<file path="src/rtl/swr_pkg.sv">
package swr_pkg;

    localparam int DW          = 64;
    localparam int DIV_CNT_W   = $clog2(DW + 1);
    localparam int LOAD_SCALE  = 100;
    localparam int FRAC_STEPS  = 7;
    localparam int FRAC_W      = DW + FRAC_STEPS;
    localparam int CFG_IDX_W   = 2;
    localparam int CFG_DATA_W  = 32;

    localparam logic [CFG_IDX_W-1:0] CFG_ACTIVE_BINS   = 2'd0;
    localparam logic [CFG_IDX_W-1:0] CFG_BIN_CYCLES    = 2'd1;
    localparam logic [CFG_IDX_W-1:0] CFG_WINDOW_CYCLES = 2'd2;

    localparam logic [4:0]    RST_ACTIVE_BINS   = 5'd16;
    localparam logic [31:0]   RST_BIN_CYCLES    = 32'd1000;
    localparam logic [31:0]   RST_WINDOW_CYCLES = 32'd15000;
    localparam logic [DW-1:0] SAT31             = 64'h0000_0000_7FFF_FFFF;

    typedef struct packed {
        logic        action;
        logic [63:0] now;
        logic [31:0] value_sum;
        logic [31:0] sample_count;
    } t_item;

    typedef struct packed {
        logic [63:0] window_sum;
        logic [63:0] window_count;
        logic [63:0] peak_sum;
        logic [63:0] peak_count;
        logic [63:0] total_sum;
        logic [63:0] total_count;
        logic [30:0] load_percent;
        logic [30:0] window_avg;
        logic [30:0] total_avg;
    } t_result;

    typedef struct packed {
        logic [63:0] sum;
        logic [63:0] cnt;
    } t_bin;

    typedef enum logic [1:0] {
        DIV_K,
        DIV_MODN,
        DIV_W,
        DIV_T
    } t_div_sel;

    typedef enum logic [4:0] {
        S_IDLE,
        S_DECIDE,
        S_FC_RD,
        S_FC_FOLD,
        S_K_WAIT,
        S_NORM,
        S_FOLD,
        S_PEAK,
        S_FIN,
        S_MOD_WAIT,
        S_ADD_RD,
        S_ADD_WR,
        S_W,
        S_W_WAIT,
        S_FRAC,
        S_T,
        S_T_WAIT,
        S_OUT
    } t_state;

    typedef struct packed {
        logic     load_item;
        logic     clear_all;
        logic     full_clear;
        logic     fold_cur;
        logic     div_start;
        t_div_sel div_sel;
        logic     set_k;
        logic     norm;
        logic     next;
        logic     fold_step;
        logic     peak;
        logic     mod_fix;
        logic     dl_adv;
        logic     add_wr;
        logic     frac_init;
        logic     frac_step;
        logic     cap_t;
        logic     out_load;
    } t_cmd;

    typedef struct packed {
        logic act_clear;
        logic past;
        logic far;
        logic div_busy;
        logic k_gt_n;
        logic norm_req;
        logic steps_done;
        logic w_zero;
        logic t_zero;
        logic frac_done;
    } t_stat;

endpackage

</file>
<file path="src/rtl/swr_ctrl.sv">
module swr_ctrl
    import swr_pkg::*;
(
    input  logic  i_clk,
    input  logic  i_rst_n,
    input  logic  i_item_valid,
    output logic  o_item_ready,
    output logic  o_res_valid,
    input  logic  i_res_ready,
    input  t_stat i_stat,
    output t_cmd  o_cmd
);

    t_state r_state;
    t_state n_state;
    logic   r_res_valid;

    always_ff @(posedge i_clk) begin
        if (!i_rst_n) begin
            r_state     <= S_IDLE;
            r_res_valid <= 1'b0;
        end else begin
            r_state     <= n_state;
            r_res_valid <= o_cmd.out_load | (r_res_valid & ~i_res_ready);
        end
    end

    always_comb begin
        n_state      = r_state;
        o_cmd        = '0;
        o_cmd.div_sel = DIV_K;
        o_item_ready = 1'b0;
        unique case (r_state)
            S_IDLE: begin
                o_item_ready = 1'b1;
                if (i_item_valid) begin
                    o_cmd.load_item = 1'b1;
                    n_state = S_DECIDE;
                end
            end
            S_DECIDE: begin
                if (i_stat.act_clear) begin
                    o_cmd.full_clear = 1'b1;
                    o_cmd.clear_all  = 1'b1;
                    n_state = S_W;
                end else if (!i_stat.past) begin
                    n_state = S_ADD_RD;
                end else if (i_stat.far) begin
                    n_state = S_FC_RD;
                end else begin
                    o_cmd.div_start = 1'b1;
                    o_cmd.div_sel   = DIV_K;
                    n_state = S_K_WAIT;
                end
            end
            S_FC_RD: n_state = S_FC_FOLD;
            S_FC_FOLD: begin
                o_cmd.fold_cur   = 1'b1;
                o_cmd.full_clear = 1'b1;
                n_state = S_ADD_RD;
            end
            S_K_WAIT: begin
                if (!i_stat.div_busy) begin
                    o_cmd.set_k = 1'b1;
                    n_state = S_NORM;
                end
            end
            S_NORM: begin
                if (i_stat.norm_req) begin
                    o_cmd.norm = 1'b1;
                end else begin
                    n_state = S_FOLD;
                end
            end
            S_FOLD: begin
                o_cmd.fold_step = 1'b1;
                n_state = S_PEAK;
            end
            S_PEAK: begin
                o_cmd.peak = 1'b1;
                if (i_stat.steps_done) begin
                    n_state = S_FIN;
                end else begin
                    o_cmd.next = 1'b1;
                    n_state = S_NORM;
                end
            end
            S_FIN: begin
                o_cmd.dl_adv = 1'b1;
                if (i_stat.k_gt_n) begin
                    o_cmd.div_start = 1'b1;
                    o_cmd.div_sel   = DIV_MODN;
                    n_state = S_MOD_WAIT;
                end else begin
                    n_state = S_ADD_RD;
                end
            end
            S_MOD_WAIT: begin
                o_cmd.div_sel = DIV_MODN;
                if (!i_stat.div_busy) begin
                    o_cmd.mod_fix = 1'b1;
                    n_state = S_ADD_RD;
                end
            end
            S_ADD_RD: n_state = S_ADD_WR;
            S_ADD_WR: begin
                o_cmd.add_wr = 1'b1;
                n_state = S_W;
            end
            S_W: begin
                if (i_stat.w_zero) begin
                    n_state = S_T;
                end else begin
                    o_cmd.div_start = 1'b1;
                    o_cmd.div_sel   = DIV_W;
                    n_state = S_W_WAIT;
                end
            end
            S_W_WAIT: begin
                if (!i_stat.div_busy) begin
                    o_cmd.frac_init = 1'b1;
                    n_state = S_FRAC;
                end
            end
            S_FRAC: begin
                if (i_stat.frac_done) begin
                    n_state = S_T;
                end else begin
                    o_cmd.frac_step = 1'b1;
                end
            end
            S_T: begin
                if (i_stat.t_zero) begin
                    n_state = S_OUT;
                end else begin
                    o_cmd.div_start = 1'b1;
                    o_cmd.div_sel   = DIV_T;
                    n_state = S_T_WAIT;
                end
            end
            S_T_WAIT: begin
                if (!i_stat.div_busy) begin
                    o_cmd.cap_t = 1'b1;
                    n_state = S_OUT;
                end
            end
            S_OUT: begin
                if (!r_res_valid || i_res_ready) begin
                    o_cmd.out_load = 1'b1;
                    n_state = S_IDLE;
                end
            end
            default: n_state = S_IDLE;
        endcase
    end

    assign o_res_valid = r_res_valid;

endmodule

</file>
<file path="config.mk">
export PLATFORM = sky130hd
export DESIGN_NAME = swr_ctrl
export DESIGN_NICKNAME = d
export VERILOG_FILES = /design/src/rtl/swr_pkg.sv /design/src/rtl/swr_ctrl.sv
export SDC_FILE = /design/constraint.sdc
export NUM_CORES = 1
export LEC_CHECK = 0
export BUFFER_PORTS_ARGS = -buffer_cell sky130_fd_sc_hd__buf_2
export CORE_MARGIN = 1.5
export CORE_UTILIZATION = 48
export DETAILED_ROUTE_END_ITERATION = 12
export GPL_TIMING_DRIVEN = 0
export PLACE_DENSITY = 0.83
export SETUP_SLACK_MARGIN = 0.3
export SYNTH_ARGS = -nofsm -noshare
export SYNTH_HDL_FRONTEND = slang
export SYNTH_SLANG_ARGS = --single-unit
</file>
<file path="constraint.sdc">
create_clock -name i_clk -period 5.01 [get_ports i_clk]
set_input_delay 1.2525 -clock i_clk [delete_from_list [all_inputs] [get_ports i_clk]]
set_output_delay 1.2525 -clock i_clk [all_outputs]
set_load 0.005 [all_outputs]
</file>
## Yosys cells after proc, flatten, opt, wreduce, memory -nomap -nowiden

Cells that the tools add are included.

- Bitwise operators: 3
- Div/mod/pow operators: 0
- $lt $le $gt $ge: 0
- Multipliers: 0
- Multiplexer cells: 48
- Shifts and indexed selects: 0
- Add/subtract/negate cells: 0
- Equal/unequal tests: 25
- Reductions and logical operators: 4

Operator list:

| cell | number |
|---|---|
| one-hot mux 5 bit (18 select lines) | 1 |
| 2-to-1 mux 5 bit | 10 |
| equality test 5 x 4 -> 1 bit (second input constant) | 8 |
| 2-to-1 mux 1 bit | 23 |
| 2-to-1 mux 3 bit | 7 |
| equality test 5 x 3 -> 1 bit (second input constant) | 4 |
| inequality test 2 bit (second input constant) | 8 |
| equality test 5 x 2 -> 1 bit (second input constant) | 2 |
| equality test 5 bit (second input constant) | 2 |
| one-hot mux 2 bit (5 select lines) | 1 |
| AND reduction 8 bit | 1 |
| 2-to-1 mux 2 bit | 3 |
| equality test 5 x 1 -> 1 bit (second input constant) | 1 |
| zero test 5 bit | 1 |
| 2-to-1 mux 4 bit | 1 |
| one-hot mux 1 bit (4 select lines) | 1 |
| one-hot mux 1 bit (2 select lines) | 1 |
| bitwise AND 1 bit | 1 |
| zero test 1 bit | 1 |
| logical OR 1 bit | 1 |
| NOT 1 bit | 1 |
| OR 1 bit | 1 |

- Output and inout bits: 21
- Bits in read-only memories: 0
- Flip-flop bits (word level): 6
- Bits of input ports: 14
- Memories kept: 0
- Latch bits: 0
- Logic and storage cells: 82
- RAM bits: 0

## Longest topological paths before layout

Gate-level depths: netlist of run 1.

- Word-level depth: 5
- Gate-level depth with buffers: 7
- Mapped depth without buffers: 5

## Worst setup path before layout of run 1

OpenSTA, ideal clock, no wires.

- Path kind: input to output
- Start point: input port i_stat[1] (netlist bit)
- End point: output port o_cmd[14] (netlist bit)
- Path buffers: 0
- Data required time: 3758 ps
- Cell stages on the path: 5
- Path slack: 1933 ps
- Arrival time: 1825 ps
- Path through: nor2b_1 a21oi_1 nor3_1 nor2_1 nand2_1

RTL lines:

| element | line | text |
|---|---|---|
| from (decl) | swr_ctrl.sv:10 | `input t_stat i_stat,` |
| to (decl) | swr_ctrl.sv:11 | `output t_cmd o_cmd` |

==> run metrics, run 1 <==
Final TNS setup=0 ns; ys flop type=dfxtp_1; GRT Overall Usage=between 20% and 30%; final WL=between 2 and 2.5 mm; CTS root buf=clkbuf_4; I/O Buffers=34; max_cap viols=0; status=finished clean; CTS tree=done; grt total ovfl=0; routed vias=973; cell area after synthesis=727 um^2; period utilization=between 60 and 70%; Initial Util=between 50 and 60%; Final Max Slew Viols=0; die width=roughly 42 um; core area=about 0.0014 mm^2; internal power=between 0.2 and 0.3 mW; post-synthesis area per instance=roughly 6.7 um^2; FFs w/ async S/R, synth=0%; placer congestion estimate=around 0.9; cts repair resizes=0; Routed WL per cell=14.1 um; Die Height=roughly 42 um; Seq/Total Area, Yosys=between 10% and 20%; Setup crit start=i_stat[1]; CTS Sinks=6; leakage=between 0.4 and 0.5 nW; crit path cell chain=buf_2 -> nor2b_1 -> a21oi_1 -> nor3_1 -> nor2_1 -> nand2_1 -> buf_2; cell family with most CP delay=simple AND/OR/NAND/NOR gates; Synth area leaders=dfxtp_1 (17%), nor3_1 (6.9%), nor4_1 (6.0%); # hold bufs at CTS=0; Rows=13; Synth-to-Final Area Change=29.1%; Gate power share=between 70 and 80%; final hold vios=0; clock buffer depth=2; # Post-CTS Setup Buffers=0; CP bufs+invs=2; Synth Instances=between 100 and 150; Num CTS Buffers=3; sw frac=roughly 52%; endpoint class of the critical path=primary output; Crit. path cell count=7; worst-path maximum fanout=2; Worst Setup Start Kind=input port; Worst slew margin=about 66%; top-area cell type share of the netlist area=16.5%; CTS clk-pin slew, worst paths=around 0.040 ns; Initial DRT Pass Iterations=4; reg2reg path depth=6; crit-path most repeated cell=buf_2; drt drc=0; worst endpoint required time=3.76 ns; Antenna diodes=0; Peak Freq=0.305 GHz; measured slew at the worst slew-check pin=around 0.5 ns; Worst EP arrival=approximately 2.0 ns; largest net degree at the start of global routing=11; worst setup path class=input port to primary output; Post-DP HPWL=roughly 1.8 mm; Worst VDD drop=~0.00038 V; Post-Syn Nets=about 120; NetSw=roughly 0.27 mW; CP peak stage delay=~0.19 ns; Yosys top cell by area=dfxtp_1; Synth Register Bits=6; Yosys Warn Count=0; initial antenna violation count=0; Critical Path End=o_cmd[14]; Power, Total=0.531 mW; initial detailed-routing violation count=35; Power Density=about 570 mW/mm^2; Setup-failing EPs final=0; layout cell share with drive strength beyond 1=34.5%; crit path max-delay cell type=nor3_1; first-pass GRT wire length=around 3.8 mm; r2r startpoint=r_state[3]; # fillers=between 100 and 150; nets@finish=between 150 and 200; R2R Setup Slk=3.07 ns; RSZ-0062 raised after global routing=no; Worst Hold Class=flip-flop to flip-flop; Min Clock Period, post-route=around 3.3 ns; sequential share of power=between 15 and 20%; RR Endpoint=r_state[0]; I/O Pins=35; post-synthesis cell type count=39; antenna viol nets, final=0; clock power share=8.0%; Post-synth EDFFs=0; skew final=slightly below 0.0007 ns; DR vias/cell=just over 6; H-tree Lvls=1; Clock Latency Late Sink=around 0.23 ns; vias in the first global route=902; Die Footprint=0.00176 mm^2
power by group through the flow:
stage                     Clock, mW  Combinational (mW)  Sequential [mW]
final                        0.0426               0.404           0.0848
after global routing         0.0470               0.444           0.0871
after CTS                    0.0442               0.399           0.0840
after detailed placement          0               0.397           0.0849
after global placement            0               0.392           0.0840
after floorplan                   0               0.297           0.0797
flip-flops by register name, summed over array words and instances (netlist names):
| register | flops |
|---|---|
| r_state | 5 |
| o_res_valid | 1 |
per-layer routing:
metal / share of wire [%] / global-route usage (%)
met3: 8.4 / 6.09
met4: 1.0 / 12.3
met2: 50 / 42.8
met1: 41 / 33.6
met5: 0 / 0
cells by family (layout without fill, tap and decap cells):
logic type,after synthesis,after routing,share of synthesized area (%)
and+or+nand+nor,57,57,45.3
buffers and inverters,18,55,11.0
DFF,6,6,16.5
AOI/OAI and AO/OA,26,26,26.0
xor gates and xnor gates,1,1,1.21
placed cells by master, fill, tap and decap left out, drive strengths merged, types with 2 or more instances in the layout:
master / n
o211ai: 2
a211oi: 2
or2: 3
dfxtp: 6
a31oi: 2
nand2b: 4
nor2: 10
nor4: 8
nand3: 2
buf: 39
o21ai: 3
nand2: 8
clkbuf: 6
nor2b: 2
a21oi: 7
o32ai: 3
inv: 9
nor3: 11
and3: 3
synthesized netlist by cell type, types with 2 or more instances:
master and instances:
o21ai_0 3, nor4_1 7, and3_1 3, dfxtp_1 6
nand2b_1 4, o211ai_1 2, a21oi_1 7, inv_1 6
o32ai_1 3, nor2_1 10, a31oi_1 2, buf_2 4
nand2_1 8, nor3_1 10, inv_2 3, or2_1 3
clkbuf_1 3, nor2b_1 2, nand3_1 2
worst min-delay path, delay by kind of cell, from the launching register on:
family	cells	cell delay [ns]
flip-flops	1	0.30
AND/OR/NAND/NOR	1	0.10
AO/OA/AOI/OAI	1	0.07
per-stage QoR:
stage	utilization (%)	area, um^2	setup WS, ns	hold WS, ns	instances
after floorplan	-	727	1.93	0.503	108
after global placement	67.8	916	1.75	0.510	157
after detailed placement	67.8	916	1.74	0.515	157
after CTS	69.5	938	1.73	0.523	160
after global routing	69.5	938	1.64	0.569	160
final	69.5	938	1.73	0.520	160
how the worst min path moves through the flow:
stage	end	cells past startpoint	start
after global placement	o_res_valid	2	o_res_valid
after global routing	o_res_valid	2	o_res_valid
final	o_res_valid	2	o_res_valid
after CTS	o_res_valid	2	o_res_valid
after detailed placement	o_res_valid	2	o_res_valid
after floorplan	o_res_valid	2	o_res_valid
layout make-up:
class	count	area, um^2	area share, %
Buffer	8	42.5	4.53
Clock buffer	3	22.5	2.40
Inverter	10	37.5	4.00
Multi-Input combinational cell	84	527	56.1
Sequential cell	6	120	12.8
Tap cell	15	18.8	2.00
Timing Repair Buffer	34	170	18.1
No activity file was read; power rests on OpenSTA's default activity.
==> run 2, diff against run 1 <==
- CORE_UTILIZATION: 48 -> 45
- PLACE_DENSITY: 0.83 -> 0.78
- clock period: 5.01 -> 3.3 ns (I/O delays scaled with it)
==> run 2 against run 1 <==
Clock skew is 0.0045 ns higher. Worst hold slack better by 0.0032 ns. Register-to-register slack worse by 1.6 ns. Total power is 52% higher. Largest power group unchanged.
==> run metrics, run 2 (synthesis gave the netlist of run 1 again) <==
reg2reg path depth=6 (unchanged); CTS tree=done (unchanged); Synth-to-Final Area Change=29.3% (was 29.1%); DR vias/cell=6.08 (about the same); max_cap viols=0 (unchanged); Die Footprint=0.00187 mm^2 (was 0.00176 mm^2); vias in the first global route=841 (was 902); Worst EP arrival=1.74 ns (was 2.02 ns); # fillers=150 (was 119); leakage=0.446 nW (unchanged); pre-CTS WS=0.890 ns (was 1.74 ns); # Post-CTS Setup Buffers=0 (unchanged); commonest non-fill, non-tap cell in the layout=buf_2 (unchanged); initial antenna violation count=0 (unchanged); worst-path maximum fanout=10 (was 2); met1 usage=33.7% (was 33.6%); placer congestion estimate=0.917 (was 0.901); skew final=0.00521 ns (was 0.000673 ns); I/O Buffers=34 (unchanged); Final TNS setup=0 ns (unchanged); antenna viol nets, final=0 (unchanged); Worst slew margin=62.9% (was 65.7%); r2r startpoint=r_state[3] (unchanged); measured slew at the worst slew-check pin=0.543 ns (was 0.501 ns); CTS Sinks=6 (unchanged); largest net degree at the start of global routing=11 (unchanged); Routed WL per cell=13.9 um (was 14.1 um); CTS root buf=clkbuf_4 (unchanged); worst setup margin=0.739 ns (was 1.73 ns); first-pass GRT wire length=3.66 mm (was 3.77 mm); GR Util met2=43.9% (was 42.8%); layout cell share with drive strength beyond 1=34.5% (unchanged); final hold vios=0 (unchanged); worst hold path depth=2 (unchanged); initial detailed-routing violation count=46 (was 35); Num CTS Buffers=3 (unchanged); CTS clk-pin slew, worst paths=0.04 ns (about the same); RSZ-0062 raised after global routing=no (unchanged); Initial Util=48.3% (was 53.8%); drt drc=0 (unchanged); Initial DRT Pass Iterations=4 (unchanged); hold slack=0.523 ns (was 0.520 ns); Setup crit start=r_state[3] (was i_stat[1]); most frequent cells in the layout=buf_2 (38), nor2_1 (10), nor3_1 (10) (unchanged); cts repair resizes=0 (unchanged); core area=0.00151 mm^2 (was 0.00135 mm^2); die width=43.2 um (was 41.9 um); Power Density=860 mW/mm^2 (was 566 mW/mm^2); endpoint class of the critical path=primary output (unchanged); period utilization=slightly below 80%; worst setup path class=flip-flop to primary output (was input port to primary output); fin cells=161 (was 160); Worst Setup Start Kind=flip-flop (was input port); Antenna diodes=0 (unchanged); Worst VDD drop=0.000578 V (was 0.000377 V); routed vias=979 (was 973); grt total ovfl=0 (unchanged); Post-DP HPWL=1.78 mm (was 1.80 mm); H-tree Lvls=1 (unchanged); clock buffer depth=2 (unchanged); area occupied by registers=120 um^2 (unchanged); Min Clock Period, post-route=around 2.6 ns; Rows=14 (was 13); met3 GRT Util=3.83% (was 6.09%); # hold bufs at CTS=0 (unchanged); status=finished clean (unchanged); worst endpoint required time=2.47 ns (was 3.76 ns); Clock Latency Late Sink=0.24 ns (was 0.23 ns); Multi-input gate area=527 um^2 (unchanged); placed insts=158 (was 157); GRT Overall Usage=25.2% (was 26.7%); number of flip-flops under the largest register name=5 (unchanged); I/O Pins=35 (unchanged); busiest grt layer=met2 (unchanged); fin util=62.4% (was 69.5%); Worst Hold Class=flip-flop to flip-flop (unchanged); final WL=2.23 mm (was 2.26 mm); Final Max Slew Viols=0 (unchanged); Setup-failing EPs final=0 (unchanged); Die Height=43.2 um (was 41.9 um); Peak Freq=around 0.39 GHz; nets@finish=161 (unchanged); Biggest register=r_state (unchanged); HP Start=o_res_valid (unchanged)
[run 2: cell counts in the layout (fill, tap and decap cells not counted)]
Identical to the previous run, type by type.
[run 2: critical path, stage by stage (launching register included)]
cell and delay, ns:
dfxtp_1 0.43, clkbuf_1 0.34, nand2_1 0.21, nor3_1 0.22, nand2_1 0.10, o21ai_0 0.07
buf_2 0.13
[run 2: layout make-up]
cell class | count | share of cell area (%)
multi-input combinational | 84 | 56.1
timing repair buffer | 34 | 18.1
sequential | 6 | 12.8
buffer | 8 | 4.53
inverter | 10 | 3.99
clock buffer | 3 | 2.40
tap | 16 | 2.13
[run 2: per-layer routing]
| metal | routed length, um | share of wire [%] |
|---|---|---|
| met4 | 0 | 0 |
| met2 | 1140 | 51 |
| met3 | 132 | 5.9 |
| met1 | 964 | 43 |
| met5 | 0 | 0 |
[run 2: through the flow]
stage          instance area [um^2]  power (mW)
2_1_floorplan                   727       0.573
3_3_place_gp                    917       0.721
3_5_place_dp                    917       0.732
4_1_cts                         940       0.802
5_1_grt                         940       0.881
6_report                        940       0.808
[run 2: final timing paths]
path	to	slack (ns)
max	o_cmd[12]	0.74
min	o_res_valid	0.52
max reg2reg	r_state[0]	1.43
min reg2reg	o_res_valid	0.52
[run 2: power by group]
group	switching, mW	internal, mW	total [mW]	leakage [nW]
sequential	0.0302	0.100	0.130	0.0492
combinational	0.365	0.248	0.613	0.383
clock	0.0230	0.0409	0.0639	0.0138
total	0.418	0.390	0.808	0.446
==> run 3, diff against run 2 <==
- CORE_UTILIZATION: 45 -> 41
- PLACE_DENSITY: 0.78 -> 0.75
- clock period: 3.3 -> 2.05 ns (I/O delays scaled with it)
==> run 3 against run 2 <==
The run now ends with negative setup slack left. Global-route usage is 5.8 points higher. Clock skew is 0.0029 ns lower. Sequential share of layout area is 3.4 points lower. Wire length is 110% higher. Non-clock buffer count is 25 higher. Critical endpoint is now o_cmd[14]. Setup slack worse by 0.82 ns. Highest routed layer is now met4. Die area is 9.1% higher.
==> run metrics, run 3 (synthesis gave the netlist of run 1 again) <==
Worst slew margin=60.5% (was 62.9%); initial detailed-routing violation count=121 (was 46); final hold vios=0 (unchanged); measured slew at the worst slew-check pin=0.591 ns (was 0.543 ns); drt drc=0 (unchanged); largest net degree at the start of global routing=11 (unchanged); Final Max Slew Viols=0 (unchanged); CTS clk-pin slew, worst paths=0.04 ns (about the same); GRT Overall Usage=31.0% (was 25.2%); leakage=0.651 nW (was 0.446 nW); Min Clock Period, post-route=between 2 and 2.5 ns; number of flip-flops under the largest register name=5 (unchanged); Antenna diodes=0 (unchanged); Num CTS Buffers=3 (unchanged); RSZ-0062 raised after global routing=yes (was no); worst endpoint required time=1.54 ns (was 2.47 ns); Peak Freq=0.470 GHz; worst setup margin=-0.0774 ns (was 0.739 ns); antenna viol nets, final=0 (unchanged); period utilization=104%; grt total ovfl=0 (unchanged); Setup-failing EPs final=2 (was 0); r2r startpoint=r_state[2] (was r_state[3]); endpoint class of the critical path=primary output (unchanged); skew final=0.00232 ns (was 0.00521 ns); hold slack=0.529 ns (was 0.523 ns); CTS tree=done (unchanged); Final TNS setup=-0.130 ns (was 0 ns); I/O Buffers=34 (unchanged); Die Height=45.1 um (was 43.2 um); Worst EP arrival=1.61 ns (was 1.74 ns); Power Density=1690 mW/mm^2 (was 860 mW/mm^2); placed insts=159 (was 158); Synth-to-Final Area Change=97.1% (was 29.3%); CTS Sinks=6 (unchanged); core area=0.00169 mm^2 (was 0.00151 mm^2); Initial DRT Pass Iterations=6 (was 4); DR vias/cell=7.34 (was 6.08); worst-path maximum fanout=6 (was 10); initial antenna violation count=0 (unchanged); I/O Pins=35 (unchanged); Initial Util=43.0% (was 48.3%); R2R Setup Slk=0.04 ns (was 1.43 ns); Setup crit start=r_state[1] (was r_state[3]); Worst VDD drop=0.000980 V (was 0.000578 V); routed vias=1373 (was 979); Biggest register=r_state (unchanged); die width=45.1 um (was 43.2 um); Post-DP HPWL=1.72 mm (was 1.78 mm); first-pass GRT wire length=4.59 mm (was 3.66 mm); Critical Path End=o_cmd[14] (was o_cmd[12]); placer congestion estimate=0.880 (was 0.917); Clock Latency Late Sink=0.24 ns (about the same); Worst Setup Start Kind=flip-flop (unchanged); CTS root buf=clkbuf_4 (unchanged); clock buffer depth=2 (unchanged); commonest non-fill, non-tap cell in the layout=buf_2 (unchanged); vias in the first global route=1023 (was 841); final WL=4.72 mm (was 2.23 mm); pre-CTS WS=0.0832 ns (was 0.890 ns); nets@finish=186 (was 161); Worst Hold Class=flip-flop to flip-flop (unchanged); worst setup path class=flip-flop to primary output (unchanged); Rows=15 (was 14); fin util=84.8% (was 62.4%); Routed WL per cell=25.2 um (was 13.9 um); Die Footprint=0.00203 mm^2 (was 0.00187 mm^2); RR Endpoint=r_state[1] (was r_state[0]); reg2reg path depth=7 (was 6); layout cell share with drive strength beyond 1=65.3% (was 34.5%); fin cells=187 (was 161); most frequent cells in the layout=buf_2 (34), buf_4 (23) (was buf_2 (38), nor2_1 (10), nor3_1 (10)); max_cap viols=0 (unchanged); status=finished, violations left (was finished clean); failing checks=negative setup slack; H-tree Lvls=1 (unchanged)
-- run 3: repair_timing --
item,CTS,global route
hold buffers,0,0
pin swaps,14,12
endpoints found under the setup margin,22,23
gates resized for setup,43,33
buffers inserted,14,11
-- run 3: per-stage QoR --
stage / power [mW] / cell area [um^2]
final: 2.43 / 1430
after global routing: 2.48 / 1430
after CTS: 1.74 / 1210
after detailed placement: 1.18 / 923
after global placement: 1.17 / 923
after floorplan: 0.925 / 732
-- run 3: power breakdown --
part,internal [mW],leakage [nW],switching [mW]
sequential,0.182,0.0519,0.0731
combinational,0.960,0.586,1.11
clock,0.0660,0.0138,0.0398
total,1.21,0.651,1.22
-- run 3: final cells by class --
| type | instances | area (um^2) |
|---|---|---|
| inverter | 10 | 47.5 |
| tap | 17 | 21.3 |
| sequential | 6 | 135 |
| buffer | 8 | 103 |
| clock buffer | 3 | 22.5 |
| fill | 89 | 256 |
| multi-input combinational | 84 | 738 |
| timing repair buffer | 59 | 365 |
-- run 3: worst min path at each step --
stage               slack (ns)  cells after the start         from           to
finish                    0.53                      2  o_res_valid  o_res_valid
global route              0.58                      2      i_rst_n   r_state[1]
CTS                       0.51                      2      i_rst_n   r_state[1]
detailed placement        0.52                      2  o_res_valid  o_res_valid
global placement          0.50                      2  o_res_valid  o_res_valid
floorplan                 0.50                      2  o_res_valid  o_res_valid
-- run 3: layer usage --
| metal | vias to the layer above | GRT usage (%) | wire length (um) |
|---|---|---|---|
| met5 | - | 0 | 0 |
| met4 | 0 | 16.5 | 473 |
| met3 | 65 | 7.20 | 583 |
| met2 | 164 | 53.7 | 2050 |
| li1 | 521 | - | - |
| met1 | 623 | 34.7 | 1610 |
-- run 3: critical path, cell delays in order, from the launching register on --
cell     delay (ns)
dfxtp_1        0.31
buf_6          0.13
or3_4          0.36
nor4_4         0.26
nor2_1         0.10
nand2_1        0.09
buf_2          0.11
